==> config.mk <==
export PLATFORM = sky130hd
export DESIGN_NAME = rgb_pixel_blend_compositor_unit
export DESIGN_NICKNAME = d
export VERILOG_FILES = /design/src/sv/rpbc_pkg.sv /design/src/sv/rgb_pixel_blend_compositor_unit.sv
export SDC_FILE = /design/constraint.sdc
export NUM_CORES = 2
export LEC_CHECK = 0
export BUFFER_PORTS_ARGS = -buffer_cell sky130_fd_sc_hd__buf_2
export CAP_MARGIN = 20
export CORE_MARGIN = 1.5
export CORE_UTILIZATION = 61
export CTS_BUF_LIST = sky130_fd_sc_hd__clkbuf_4 sky130_fd_sc_hd__clkbuf_8 sky130_fd_sc_hd__clkbuf_16
export CTS_CLUSTER_DIAMETER = 40
export DETAILED_ROUTE_END_ITERATION = 7
export PLACE_DENSITY_LB_ADDON = 0.2
export SKIP_LAST_GASP = 1
export SLEW_MARGIN = 20
export SYNTH_ARGS = -nofsm -noshare
export SYNTH_HDL_FRONTEND = slang
export SYNTH_SLANG_ARGS = --single-unit
==> constraint.sdc <==
create_clock -name clock -period 19.1 [get_ports clock]
set_input_delay 2.865 -clock clock [delete_from_list [all_inputs] [get_ports clock]]
set_output_delay 2.865 -clock clock [all_outputs]
set_load 0.01 [all_outputs]
==> src/sv/rpbc_pkg.sv <==
// rpbc_pkg: shared types, mode codes and arithmetic constants for the
// rgb pixel blend compositor. No dependencies.
package rpbc_pkg;

   // pixel and channel geometry
   localparam int unsigned PIX_W  = 24;
   localparam int unsigned CH_W   = 8;
   localparam int unsigned NUM_CH = 3;

   typedef logic [PIX_W-1:0] pixel_type;
   typedef logic [CH_W-1:0]  chan_type;

   // brightness sum r+g+b and lerp arithmetic widths
   localparam int unsigned SUM_W   = 10;
   localparam int unsigned PROD_W  = 18;
   localparam int unsigned RECIP_W = 21;
   localparam int unsigned QPROD_W = 39;
   localparam int unsigned MUL_W   = 16;

   typedef logic [SUM_W-1:0]   sum_type;
   typedef logic [PROD_W-1:0]  prod_type;
   typedef logic [QPROD_W-1:0] qprod_type;
   typedef logic [MUL_W-1:0]   mul_type;

   localparam sum_type SUM_MAX    = 10'd765;
   localparam sum_type THRESH_MAX = 10'd382;

   // ceil(2^30 / 765): floor(n * RECIP_765 >> 30) == floor(n / 765) for n < 2^18
   localparam logic [RECIP_W-1:0] RECIP_765   = 21'd1403585;
   localparam int unsigned        RECIP_SHIFT = 30;

   // source shaping codes
   typedef logic [1:0] blend_mode_type;
   localparam blend_mode_type BLEND_NONE   = 2'd0;
   localparam blend_mode_type BLEND_INVERT = 2'd1;
   localparam blend_mode_type BLEND_THRESH = 2'd2;
   localparam blend_mode_type BLEND_LERP   = 2'd3;

   // composite codes
   typedef logic [2:0] comp_mode_type;
   localparam comp_mode_type CMP_MAX     = 3'd0;
   localparam comp_mode_type CMP_MIN     = 3'd1;
   localparam comp_mode_type CMP_AVG     = 3'd2;
   localparam comp_mode_type CMP_MUL     = 3'd3;
   localparam comp_mode_type CMP_ADD     = 3'd4;
   localparam comp_mode_type CMP_SUB     = 3'd5;
   localparam comp_mode_type CMP_REPLACE = 3'd6;
   localparam comp_mode_type CMP_SPARE   = 3'd7;

   // register indexes
   typedef logic [2:0] csr_index_type;
   localparam csr_index_type CSR_BLEND     = 3'd0;
   localparam csr_index_type CSR_COMPOSITE = 3'd1;
   localparam csr_index_type CSR_PRIMARY   = 3'd2;
   localparam csr_index_type CSR_SECONDARY = 3'd3;

   // floor(x / 255) for x up to 255 * 255, the largest channel product
   function automatic chan_type div255(input mul_type x);
      mul_type t;
      t = x + MUL_W'(x[MUL_W-1:CH_W]) + MUL_W'(1);
      return t[MUL_W-1:CH_W];
   endfunction

endpackage

==> src/sv/rgb_pixel_blend_compositor_unit.sv <==
// rgb_pixel_blend_compositor_unit: seven-stage pipeline from an accepted req
// word to its rsp word, throughput one word per cycle while rsp_ready is high.
// The depth is set by the lerp path: brightness sum, two multiplies per
// channel, a reciprocal multiply for /765, then composite multiply and /255.
// Each stage holds its word under backpressure and bubbles are filled.
// Synchronous reset empties the pipeline and loads the register defaults.
module rgb_pixel_blend_compositor_unit (
   input  logic                   clock,
   input  logic                   reset,
   input  logic                   req_valid,
   output logic                   req_ready,
   input  rpbc_pkg::pixel_type    req_target_pixel,
   input  rpbc_pkg::pixel_type    req_source_pixel,
   output logic                   rsp_valid,
   input  logic                   rsp_ready,
   output rpbc_pkg::pixel_type    rsp_blended_pixel,
   input  logic                   csr_wr_en,
   input  rpbc_pkg::csr_index_type csr_index,
   input  rpbc_pkg::pixel_type    csr_wr_data
);
   import rpbc_pkg::*;

   localparam int unsigned NUM_STG = 7;

   // configuration registers
   blend_mode_type blend_mode_ff;
   comp_mode_type  composite_mode_ff;
   pixel_type      primary_color_ff;
   pixel_type      secondary_color_ff;

   always_ff @(posedge clock) begin
      if (reset) begin
         blend_mode_ff      <= BLEND_NONE;
         composite_mode_ff  <= CMP_ADD;
         primary_color_ff   <= '0;
         secondary_color_ff <= '0;
      end else if (csr_wr_en) begin
         unique case (csr_index)
            CSR_BLEND:     blend_mode_ff      <= csr_wr_data[1:0];
            CSR_COMPOSITE: composite_mode_ff  <= csr_wr_data[2:0];
            CSR_PRIMARY:   primary_color_ff   <= csr_wr_data;
            CSR_SECONDARY: secondary_color_ff <= csr_wr_data;
            default: ;
         endcase
      end
   end

   // valid bits and per-stage load enables
   logic [NUM_STG-1:0] vld_ff;
   logic [NUM_STG-1:0] vld_in;
   logic [NUM_STG-1:0] en;

   always_comb begin
      en[NUM_STG-1] = !vld_ff[NUM_STG-1] || rsp_ready;
      for (int i = NUM_STG-2; i >= 0; i--) begin
         en[i] = !vld_ff[i] || en[i+1];
      end
      vld_in = {vld_ff[NUM_STG-2:0], req_valid};
   end

   always_ff @(posedge clock) begin
      if (reset) begin
         vld_ff <= '0;
      end else begin
         for (int i = 0; i < NUM_STG; i++) begin
            if (en[i]) begin
               vld_ff[i] <= vld_in[i];
            end
         end
      end
   end

   assign req_ready = en[0];
   assign rsp_valid = vld_ff[NUM_STG-1];

   // stage 1: brightness sum
   pixel_type tgt_s1_ff, src_s1_ff;
   sum_type   sum_s1_ff;

   always_ff @(posedge clock) begin
      if (en[0]) begin
         tgt_s1_ff <= req_target_pixel;
         src_s1_ff <= req_source_pixel;
         sum_s1_ff <= SUM_W'(req_source_pixel[7:0]) + SUM_W'(req_source_pixel[15:8])
                      + SUM_W'(req_source_pixel[23:16]);
      end
   end

   // stage 2: lerp weights, p*(765-S) and q*S per channel
   pixel_type tgt_s2_ff, src_s2_ff;
   sum_type   sum_s2_ff;
   prod_type  pw_s2_ff [NUM_CH];
   prod_type  qw_s2_ff [NUM_CH];
   sum_type   inv_sum;

   assign inv_sum = SUM_MAX - sum_s1_ff;

   always_ff @(posedge clock) begin
      if (en[1]) begin
         tgt_s2_ff <= tgt_s1_ff;
         src_s2_ff <= src_s1_ff;
         sum_s2_ff <= sum_s1_ff;
         for (int k = 0; k < NUM_CH; k++) begin
            pw_s2_ff[k] <= PROD_W'(primary_color_ff[k*CH_W +: CH_W]) * PROD_W'(inv_sum);
            qw_s2_ff[k] <= PROD_W'(secondary_color_ff[k*CH_W +: CH_W]) * PROD_W'(sum_s1_ff);
         end
      end
   end

   // stage 3: lerp numerator
   pixel_type tgt_s3_ff, src_s3_ff;
   sum_type   sum_s3_ff;
   prod_type  num_s3_ff [NUM_CH];

   always_ff @(posedge clock) begin
      if (en[2]) begin
         tgt_s3_ff <= tgt_s2_ff;
         src_s3_ff <= src_s2_ff;
         sum_s3_ff <= sum_s2_ff;
         for (int k = 0; k < NUM_CH; k++) begin
            num_s3_ff[k] <= pw_s2_ff[k] + qw_s2_ff[k];
         end
      end
   end

   // stage 4: divide by 765 through the reciprocal
   pixel_type tgt_s4_ff, src_s4_ff;
   sum_type   sum_s4_ff;
   qprod_type qp_s4_ff [NUM_CH];

   always_ff @(posedge clock) begin
      if (en[3]) begin
         tgt_s4_ff <= tgt_s3_ff;
         src_s4_ff <= src_s3_ff;
         sum_s4_ff <= sum_s3_ff;
         for (int k = 0; k < NUM_CH; k++) begin
            qp_s4_ff[k] <= QPROD_W'(num_s3_ff[k]) * QPROD_W'(RECIP_765);
         end
      end
   end

   // stage 5: shaped source
   pixel_type tgt_s5_ff, shaped_s5_ff;
   pixel_type shaped_in;
   pixel_type lerp_pix;

   always_comb begin
      for (int k = 0; k < NUM_CH; k++) begin
         lerp_pix[k*CH_W +: CH_W] = qp_s4_ff[k][RECIP_SHIFT +: CH_W];
      end
      unique case (blend_mode_ff)
         BLEND_NONE:   shaped_in = src_s4_ff;
         BLEND_INVERT: shaped_in = (src_s4_ff == '0) ? '0 : ~src_s4_ff;
         BLEND_THRESH: begin
            if (sum_s4_ff == '0) begin
               shaped_in = '0;
            end else if (sum_s4_ff <= THRESH_MAX) begin
               shaped_in = primary_color_ff;
            end else begin
               shaped_in = secondary_color_ff;
            end
         end
         BLEND_LERP:   shaped_in = (src_s4_ff == '0) ? '0 : lerp_pix;
         default:      shaped_in = src_s4_ff;
      endcase
   end

   always_ff @(posedge clock) begin
      if (en[4]) begin
         tgt_s5_ff    <= tgt_s4_ff;
         shaped_s5_ff <= shaped_in;
      end
   end

   // stage 6: per-channel composite, product kept for the /255 step
   pixel_type simple_in;
   pixel_type simple_s6_ff;
   mul_type   mul_s6_ff [NUM_CH];
   logic      is_mul_s6_ff;
   chan_type  ca, cb;
   logic [CH_W:0] csum;

   always_comb begin
      simple_in = '0;
      ca        = '0;
      cb        = '0;
      csum      = '0;
      for (int k = 0; k < NUM_CH; k++) begin
         ca   = tgt_s5_ff[k*CH_W +: CH_W];
         cb   = shaped_s5_ff[k*CH_W +: CH_W];
         csum = {1'b0, ca} + {1'b0, cb};
         case (composite_mode_ff) inside
            CMP_MAX: simple_in[k*CH_W +: CH_W] = (ca > cb) ? ca : cb;
            CMP_MIN: simple_in[k*CH_W +: CH_W] = (ca < cb) ? ca : cb;
            CMP_AVG: simple_in[k*CH_W +: CH_W] = csum[CH_W:1];
            CMP_ADD: simple_in[k*CH_W +: CH_W] = csum[CH_W] ? '1 : csum[CH_W-1:0];
            CMP_SUB: simple_in[k*CH_W +: CH_W] = (ca > cb) ? (ca - cb) : '0;
            CMP_REPLACE, CMP_SPARE:
               simple_in[k*CH_W +: CH_W] = (shaped_s5_ff != '0) ? cb : ca;
            default: simple_in[k*CH_W +: CH_W] = '0;
         endcase
      end
   end

   always_ff @(posedge clock) begin
      if (en[5]) begin
         simple_s6_ff <= simple_in;
         is_mul_s6_ff <= (composite_mode_ff == CMP_MUL);
         for (int k = 0; k < NUM_CH; k++) begin
            mul_s6_ff[k] <= MUL_W'(tgt_s5_ff[k*CH_W +: CH_W])
                            * MUL_W'(shaped_s5_ff[k*CH_W +: CH_W]);
         end
      end
   end

   // stage 7: output register, multiply mode scaled by /255
   pixel_type out_s7_ff;
   pixel_type out_in;

   always_comb begin
      for (int k = 0; k < NUM_CH; k++) begin
         out_in[k*CH_W +: CH_W] = is_mul_s6_ff ? div255(mul_s6_ff[k])
                                               : simple_s6_ff[k*CH_W +: CH_W];
      end
   end

   always_ff @(posedge clock) begin
      if (en[6]) begin
         out_s7_ff <= out_in;
      end
   end

   assign rsp_blended_pixel = out_s7_ff;

   // checks
   a_accept_fills_stage1: assert property (@(posedge clock) disable iff (reset)
      req_valid && req_ready |=> vld_ff[0])
      else $error("accepted word did not reach stage 1");

   a_sum_range: assert property (@(posedge clock) disable iff (reset)
      vld_ff[0] |-> sum_s1_ff <= SUM_MAX)
      else $error("brightness sum out of range");

   a_lerp_quot_range: assert property (@(posedge clock) disable iff (reset)
      vld_ff[3] |-> (qp_s4_ff[0][QPROD_W-1:RECIP_SHIFT+CH_W] == '0
                  && qp_s4_ff[1][QPROD_W-1:RECIP_SHIFT+CH_W] == '0
                  && qp_s4_ff[2][QPROD_W-1:RECIP_SHIFT+CH_W] == '0))
      else $error("lerp quotient exceeds channel range");

   a_full_stall_blocks: assert property (@(posedge clock) disable iff (reset)
      (&vld_ff) && !rsp_ready |-> !req_ready)
      else $error("input taken while pipeline full and stalled");

endmodule

; Word level (Yosys, flattened, before mapping)
; Memories as Yosys holds them, arrays and structs flattened.
; Index checks and enable logic that the tools add are counted.
; Widths: inputs -> output; s select.
[totals]
input_bits = 80
elab_cells = 158
n_memories = 5
register_bits = 389
mem_bits_rw = 327
[op_classes]
n_reduce_logical = 25
muxes = 49
mul = 12
addsub = 18
n_eq_ne = 13
magnitude_cmp = 7
bitwise = 1
[mem_list]
columns = name, depth, word_bits, read_ports, rd_ports_with_merged_regs, write_ports, line
row1 = qp_s4_ff, 3, 39, 3, 0, 3, rgb_pixel_blend_compositor_unit.sv:129  ; qprod_type qp_s4_ff [NUM_CH];
row2 = num_s3_ff, 3, 18, 3, 0, 3, rgb_pixel_blend_compositor_unit.sv:113  ; prod_type num_s3_ff [NUM_CH];
row3 = pw_s2_ff, 3, 18, 3, 0, 3, rgb_pixel_blend_compositor_unit.sv:92  ; prod_type pw_s2_ff [NUM_CH];
row4 = qw_s2_ff, 3, 18, 3, 0, 3, rgb_pixel_blend_compositor_unit.sv:93  ; prod_type qw_s2_ff [NUM_CH];
row5 = mul_s6_ff, 3, 16, 3, 0, 3, rgb_pixel_blend_compositor_unit.sv:178  ; mul_type mul_s6_ff [NUM_CH];
[op_table]
columns = cell, n
row1 = $mux 8, 36
row2 = $mul 18x21->39 const B, 3
row3 = $mul 8x10->18, 6
row4 = $mux 24, 4
row5 = $pmux 24 s4, 1
row6 = $add 18x18->18, 3
row7 = $add 16x1->16 const B, 3
row8 = $add 16x8->16, 3
row9 = $mul 8x8->16, 3
row10 = $add 8x8->9, 4
row11 = $gt 8x8->1, 3
row12 = $logic_not 24->1, 1
row13 = $lt 8x8->1, 3
row14 = $not 24->24, 1
row15 = $reduce_bool 24->1, 1
row16 = $sub 8x8->8, 3
row17 = $eq 3x2->1 const B, 4
row18 = $eq 3x3->1 const B, 4
row19 = $add 9x8->10, 1
row20 = $le 10x9->1 const B, 1
row21 = $logic_not 10->1, 1
row22 = $sub 10x10->10 const A, 1
row23 = $mux 1, 8
row24 = $reduce_and 2->1, 4
row25 = other kinds (8), 23

; Depth between registers and ports, before layout
[depth]
ltp_word = 9
mapped_depth = 21

; Least setup slack after synthesis
; OpenSTA, ideal clock, no wires.
[synth_path]
path_type = in2reg
startpoint = input rsp_ready
endpoint = memory pw_s2_ff[0][0] (netlist bit) (enable)
setup_time_ps = 1786
n_path_buf = 1
arrival_time_ps = 7272
cell_stages = 5
setup_slack_ps = 10042
cell_sequence = nor2b_1 and2_1 and3_1 clkbuf_1 nand3_1
[synth_rtl]
columns = element, line
row1 = start: declaration, rgb_pixel_blend_compositor_unit.sv:15  ; input logic rsp_ready,
row2 = end: declaration, rgb_pixel_blend_compositor_unit.sv:92

; Worst setup path in the final report
[layout_path]
startpoint = input rsp_ready
endpoint = output req_ready
[layout_between]
elab_chain_len = 7
[layout_lines]
columns = element, line
row1 = $logic_or 1x1->1, rgb_pixel_blend_compositor_unit.sv:54  ; en[NUM_STG-1] = !vld_ff[NUM_STG-1] || rsp_ready;
row2 = $logic_or 1x1->1 (6 in a row), rgb_pixel_blend_compositor_unit.sv:56  ; en[i] = !vld_ff[i] || en[i+1];
row3 = end: declaration, rgb_pixel_blend_compositor_unit.sv:11  ; output logic req_ready,
; Every way passes these cells.

==> impl_metrics.prom <==
# TYPE chip_impl_metric gauge
chip_impl_info{name="cp_cell_sequence",value="buf_2, nor2b_1, and2_1, and3_1, nand4_1, buf_2"} 1
chip_impl_metric{name="grt_pass1_wl",unit="mm"} 233.6
chip_impl_info{name="synth_top_area_cells",value="edfxtp_1 27%, fa_1 22%, ha_1 17%"} 1
chip_impl_metric{name="yosys_top_cell_area_share",unit="%"} 26.74
chip_impl_metric{name="post_synthesis_cell_area",unit="µm²"} 63230
chip_impl_metric{name="synth_edf_count",unit=""} 563
chip_impl_metric{name="cellLeakagePower",unit="nW"} 33.91
chip_impl_metric{name="hold_path_depth",unit=""} 0
chip_impl_metric{name="yosysUniqueCellTypes",unit=""} 78
chip_impl_info{name="most-common-layout-cells",value="1123 x inv_1, 869 x ha_1, 690 x fa_1, 563 x edfxtp_1, 482 x nand2_1"} 1
chip_impl_metric{name="horizontal_die_dimension",unit="µm"} 325.0
chip_impl_metric{name="drive_above_1_share",unit="%"} 5.336
chip_impl_metric{name="fin_worst_hold_slack",unit="ns"} 0.3980
chip_impl_metric{name="finish.net_count",unit=""} 7788
chip_impl_metric{name="io-pin-count",unit=""} 106
chip_impl_metric{name="drt_drc_violations_left",unit=""} 0
chip_impl_metric{name="r2r_slack",unit="ns"} 12.86
chip_impl_metric{name="synth-async-reset-ratio",unit="%"} 0
chip_impl_info{name="critical_path.reg2reg.endpoint",value="qp_s4_ff[0][35]"} 1
chip_impl_metric{name="initial_antenna_violation_count",unit=""} 11
chip_impl_metric{name="clkSlewWorstSetupHoldPaths",unit="ns"} 0.05
chip_impl_info{name="cts_root_buffer",value="clkbuf_16"} 1
chip_impl_metric{name="avgSynthCellArea",unit="µm²"} 10.32
chip_impl_metric{name="postSynthCellCount",unit=""} 6129
chip_impl_metric{name="route.detailed.wl_per_inst",unit="µm"} 18.99
chip_impl_metric{name="gp_congestion",unit=""} 0.9400
chip_impl_info{name="cts_tree",value="built"} 1
chip_impl_metric{name="dp_hpwl",unit="mm"} 113.7
chip_impl_metric{name="cts.repair.resized",unit=""} 0
chip_impl_metric{name="routed_via_density",unit=""} 5.617
chip_impl_metric{name="area_growth_syn_to_layout",unit="%"} 7.473
chip_impl_metric{name="rows",unit=""} 117
chip_impl_info{name="synth_top_area_cell",value="edfxtp_1"} 1
chip_impl_metric{name="p_per_area",unit="nW/µm²"} 140.7
chip_impl_info{name="most_used_flip_flop_cell_after_synthesis",value="edfxtp_1"} 1
chip_impl_info{name="timing.hold.worst.class",value="flop to flop"} 1
chip_impl_metric{name="placed_cells_incl_taps",unit=""} 7426
chip_impl_metric{name="initialDrtViolationCount",unit=""} 2940
chip_impl_metric{name="setup-violations-final",unit=""} 0
chip_impl_metric{name="design.core.area",unit="µm²"} 102300
chip_impl_metric{name="min_period_over_period",unit="%"} 39.75
chip_impl_metric{name="hold_fix_buffers_at_cts",unit=""} 0
chip_impl_metric{name="numPortBuffers",unit=""} 105
chip_impl_metric{name="fp.dieH",unit="µm"} 325.0
chip_impl_metric{name="worst_ep_arrival_time",unit="ns"} 4.73
chip_impl_metric{name="clk_path_buf_depth",unit=""} 3
chip_impl_metric{name="yosysSeqAreaShare",unit="%"} 28.64
chip_impl_info{name="rsz0062_at_grt",value="false"} 1
chip_impl_metric{name="critical_path.n_buffers_inverters",unit=""} 2
chip_impl_metric{name="firstDrtPassIters",unit=""} 6
chip_impl_info{name="outcome",value="completed"} 1
chip_impl_metric{name="fin_crit",unit="ns"} 7.593
chip_impl_metric{name="insertion_delay_of_the_later_clocked_pin_in_the_worst_skew_pair",unit="ns"} 0.70
chip_impl_info{name="most_frequent_cell_on_the_critical_path",value="buf_2"} 1
chip_impl_info{name="crit_path_top_delay_cell",value="nand4_1"} 1
chip_impl_metric{name="routed-via-count",unit=""} 42650
chip_impl_metric{name="finalInstanceArea",unit="µm²"} 67960
chip_impl_metric{name="fill_cells",unit=""} 7904
chip_impl_metric{name="initial_utilization",unit="%"} 61.80
chip_impl_metric{name="critical_path.max_stage_delay",unit="ns"} 0.50
chip_impl_info{name="crit_family",value="simple AND/OR/NAND/NOR gates"} 1
chip_impl_metric{name="slew_headroom",unit="%"} 17.75
chip_impl_metric{name="antenna_violating_nets_post_route",unit=""} 0
chip_impl_metric{name="final.setup_skew",unit="ns"} 0.05440
chip_impl_info{name="crit_type",value="primary input to output port"} 1
chip_impl_metric{name="fmax",unit="MHz"} 131.7
chip_impl_metric{name="detail_route.wirelength",unit="mm"} 144.2
chip_impl_info{name="worstSetupStartpointType",value="primary input"} 1
chip_impl_metric{name="grt_start_max_net_pins",unit=""} 80
chip_impl_metric{name="setup_tns",unit="ns"} 0
chip_impl_metric{name="number_of_clock_sinks",unit=""} 623
chip_impl_metric{name="postSynthNetCount",unit=""} 7768
chip_impl_metric{name="grt.total_usage",unit="%"} 28.04
chip_impl_metric{name="instances_no_fill",unit=""} 7593
chip_impl_info{name="timing.hold.worst.start",value="src_s1_ff[12]"} 1
chip_impl_metric{name="timing_worst_slew_pin_value",unit="ns"} 1.231
chip_impl_metric{name="first_global_vias",unit=""} 43970
chip_impl_info{name="worst_hold_path_endpoint",value="src_s2_ff[12]"} 1
chip_impl_metric{name="ffs_latches_synth",unit=""} 623
chip_impl_metric{name="report.final.hold_viol_count",unit=""} 0
chip_impl_metric{name="cts_post_setup_buffers_inserted",unit=""} 0
chip_impl_metric{name="reg2reg_depth",unit=""} 19
chip_impl_metric{name="post-layout-total-power",unit="mW"} 9.564
chip_impl_metric{name="timing.critical_path.fanout_max",unit=""} 6
chip_impl_metric{name="synth.yosys.warnings",unit=""} 0
chip_impl_metric{name="numCtsBuffers",unit=""} 88
chip_impl_metric{name="max_cap_viol_count",unit=""} 0
chip_impl_metric{name="worst_ep_required_time",unit="ns"} 16.23
chip_impl_metric{name="report.final.slew_viol_count",unit=""} 0
chip_impl_info{name="critPathCaptureType",value="output port"} 1
chip_impl_info{name="most_common_cell_after_layout_fill_and_taps_aside",value="inv_1"} 1
chip_impl_metric{name="placed_area",unit="µm²"} 64950
chip_impl_metric{name="gr-total-overflow",unit=""} 0
chip_impl_metric{name="clock_tree.htree_level_count",unit=""} 3
chip_impl_metric{name="full_die_area",unit="µm²"} 105600
chip_impl_info{name="r2r_start",value="num_s3_ff[0][14]"} 1
chip_impl_metric{name="worst_ir_drop_vdd",unit="V"} 0.0002104
registers in the layout, indices dropped and copies added (netlist names), 24 cells and up:
register and flops:
src_s3_ff 24, rsp_blended_pixel 24, primary_color_ff 24, tgt_s2_ff 24, num_s3_ff 54, simple_s6_ff 24, tgt_s3_ff 24, shaped_s5_ff 24
tgt_s5_ff 24, qp_s4_ff 24, pw_s2_ff 54, mul_s6_ff 48, src_s4_ff 24, qw_s2_ff 54, secondary_color_ff 24, src_s2_ff 24
src_s1_ff 24, tgt_s4_ff 24, tgt_s1_ff 24
through the flow:
stage / util (%) / setup slack, ns
floorplan: - / 10.04
global placement: 63.47 / 11.58
detailed placement: 63.48 / 11.51
CTS: 66.40 / 11.45
global route: 66.41 / 11.45
finish: 66.41 / 11.51
metal layers:
metal	global-route usage, %	share of wire (%)
met5	0	0.060
met4	7.365	2.3
met3	4.549	6.3
met2	46.67	47
met1	38.28	44
worst register-to-register path, delay by kind of cell, from the launching register on:
kind	cells	cell delay, ns
buf+inv	4	0.26
compound gates	4	1.43
flops	1	0.57
xor+xnor	1	0.14
fa+ha+maj	7	3.24
simple gates	3	0.33
synthesized netlist by cell type, types with 6 or more instances:
cell type / instances
inv_1: 1125
ha_1: 869
fa_1: 690
edfxtp_1: 563
nand2_1: 484
and2_1: 343
a21oi_1: 333
nor2_1: 250
clkbuf_1: 190
xnor2_1: 190
o21ai_0: 122
xor2_1: 85
nor2b_1: 83
mux2i_1: 78
a21o_1: 72
nand3_1: 62
nor3_1: 61
dfxtp_1: 60
nand2b_1: 43
and3_1: 31
o21a_1: 30
nand4_1: 29
nor4_1: 24
o211ai_1: 23
a31oi_1: 21
o21bai_1: 21
or3_1: 17
a21boi_0: 16
a211oi_1: 15
o22ai_1: 12
a221oi_1: 11
o311ai_0: 11
buf_1: 10
o221ai_1: 10
o31ai_1: 10
or2_2: 10
a2111oi_0: 9
buf_2: 9
nand3b_1: 9
a2111o_1: 7
a211o_1: 7
a31o_2: 7
nor3b_1: 6
o41ai_1: 6
cells by family (layout without fill, tap and decap cells):
group | Yosys count | in the layout | synth area share, %
DFF | 623 | 623 | 28.64
other | 0 | 3 | 0
muxes | 82 | 82 | 1.306
buffers and inverters | 1340 | 1433 | 8.020
adders and majority gates | 1559 | 1559 | 39.04
AOI/OAI and AO/OA | 788 | 788 | 7.810
xor gates and xnor gates | 275 | 275 | 3.809
and+or+nand+nor | 1462 | 1462 | 11.38
layout make-up:
type / count / area, µm² / share of cell area, %
Multi-Input combinational cell: 4166 / 40100 / 59.00
Sequential cell: 623 / 18110 / 26.64
Inverter: 1127 / 4232 / 6.227
Clock buffer: 99 / 2291 / 3.371
Tap cell: 1368 / 1712 / 2.519
Timing Repair Buffer: 143 / 814.5 / 1.199
Clock inverter: 64 / 696.9 / 1.025
Antenna cell: 3 / 7.507 / 0.01105
power by group:
group / total (mW) / internal (mW) / switching (mW)
Sequential: 1.99 / 1.79 / 0.205
Clock: 1.61 / 0.938 / 0.674
Combinational: 5.96 / 2.50 / 3.46
Total: 9.56 / 5.23 / 4.33
how the worst max path moves through the flow:
stage / startpoint / depth (start not counted) / end / slack (ns)
after floorplan: rsp_ready / 5 / pw_s2_ff[0][0] / 10.04
after global placement: rsp_ready / 6 / req_ready / 11.58
after detailed placement: rsp_ready / 6 / req_ready / 11.51
after CTS: rsp_ready / 6 / req_ready / 11.45
after global routing: rsp_ready / 6 / req_ready / 11.45
final: rsp_ready / 6 / req_ready / 11.51
(Power assumes the default switching activity.)
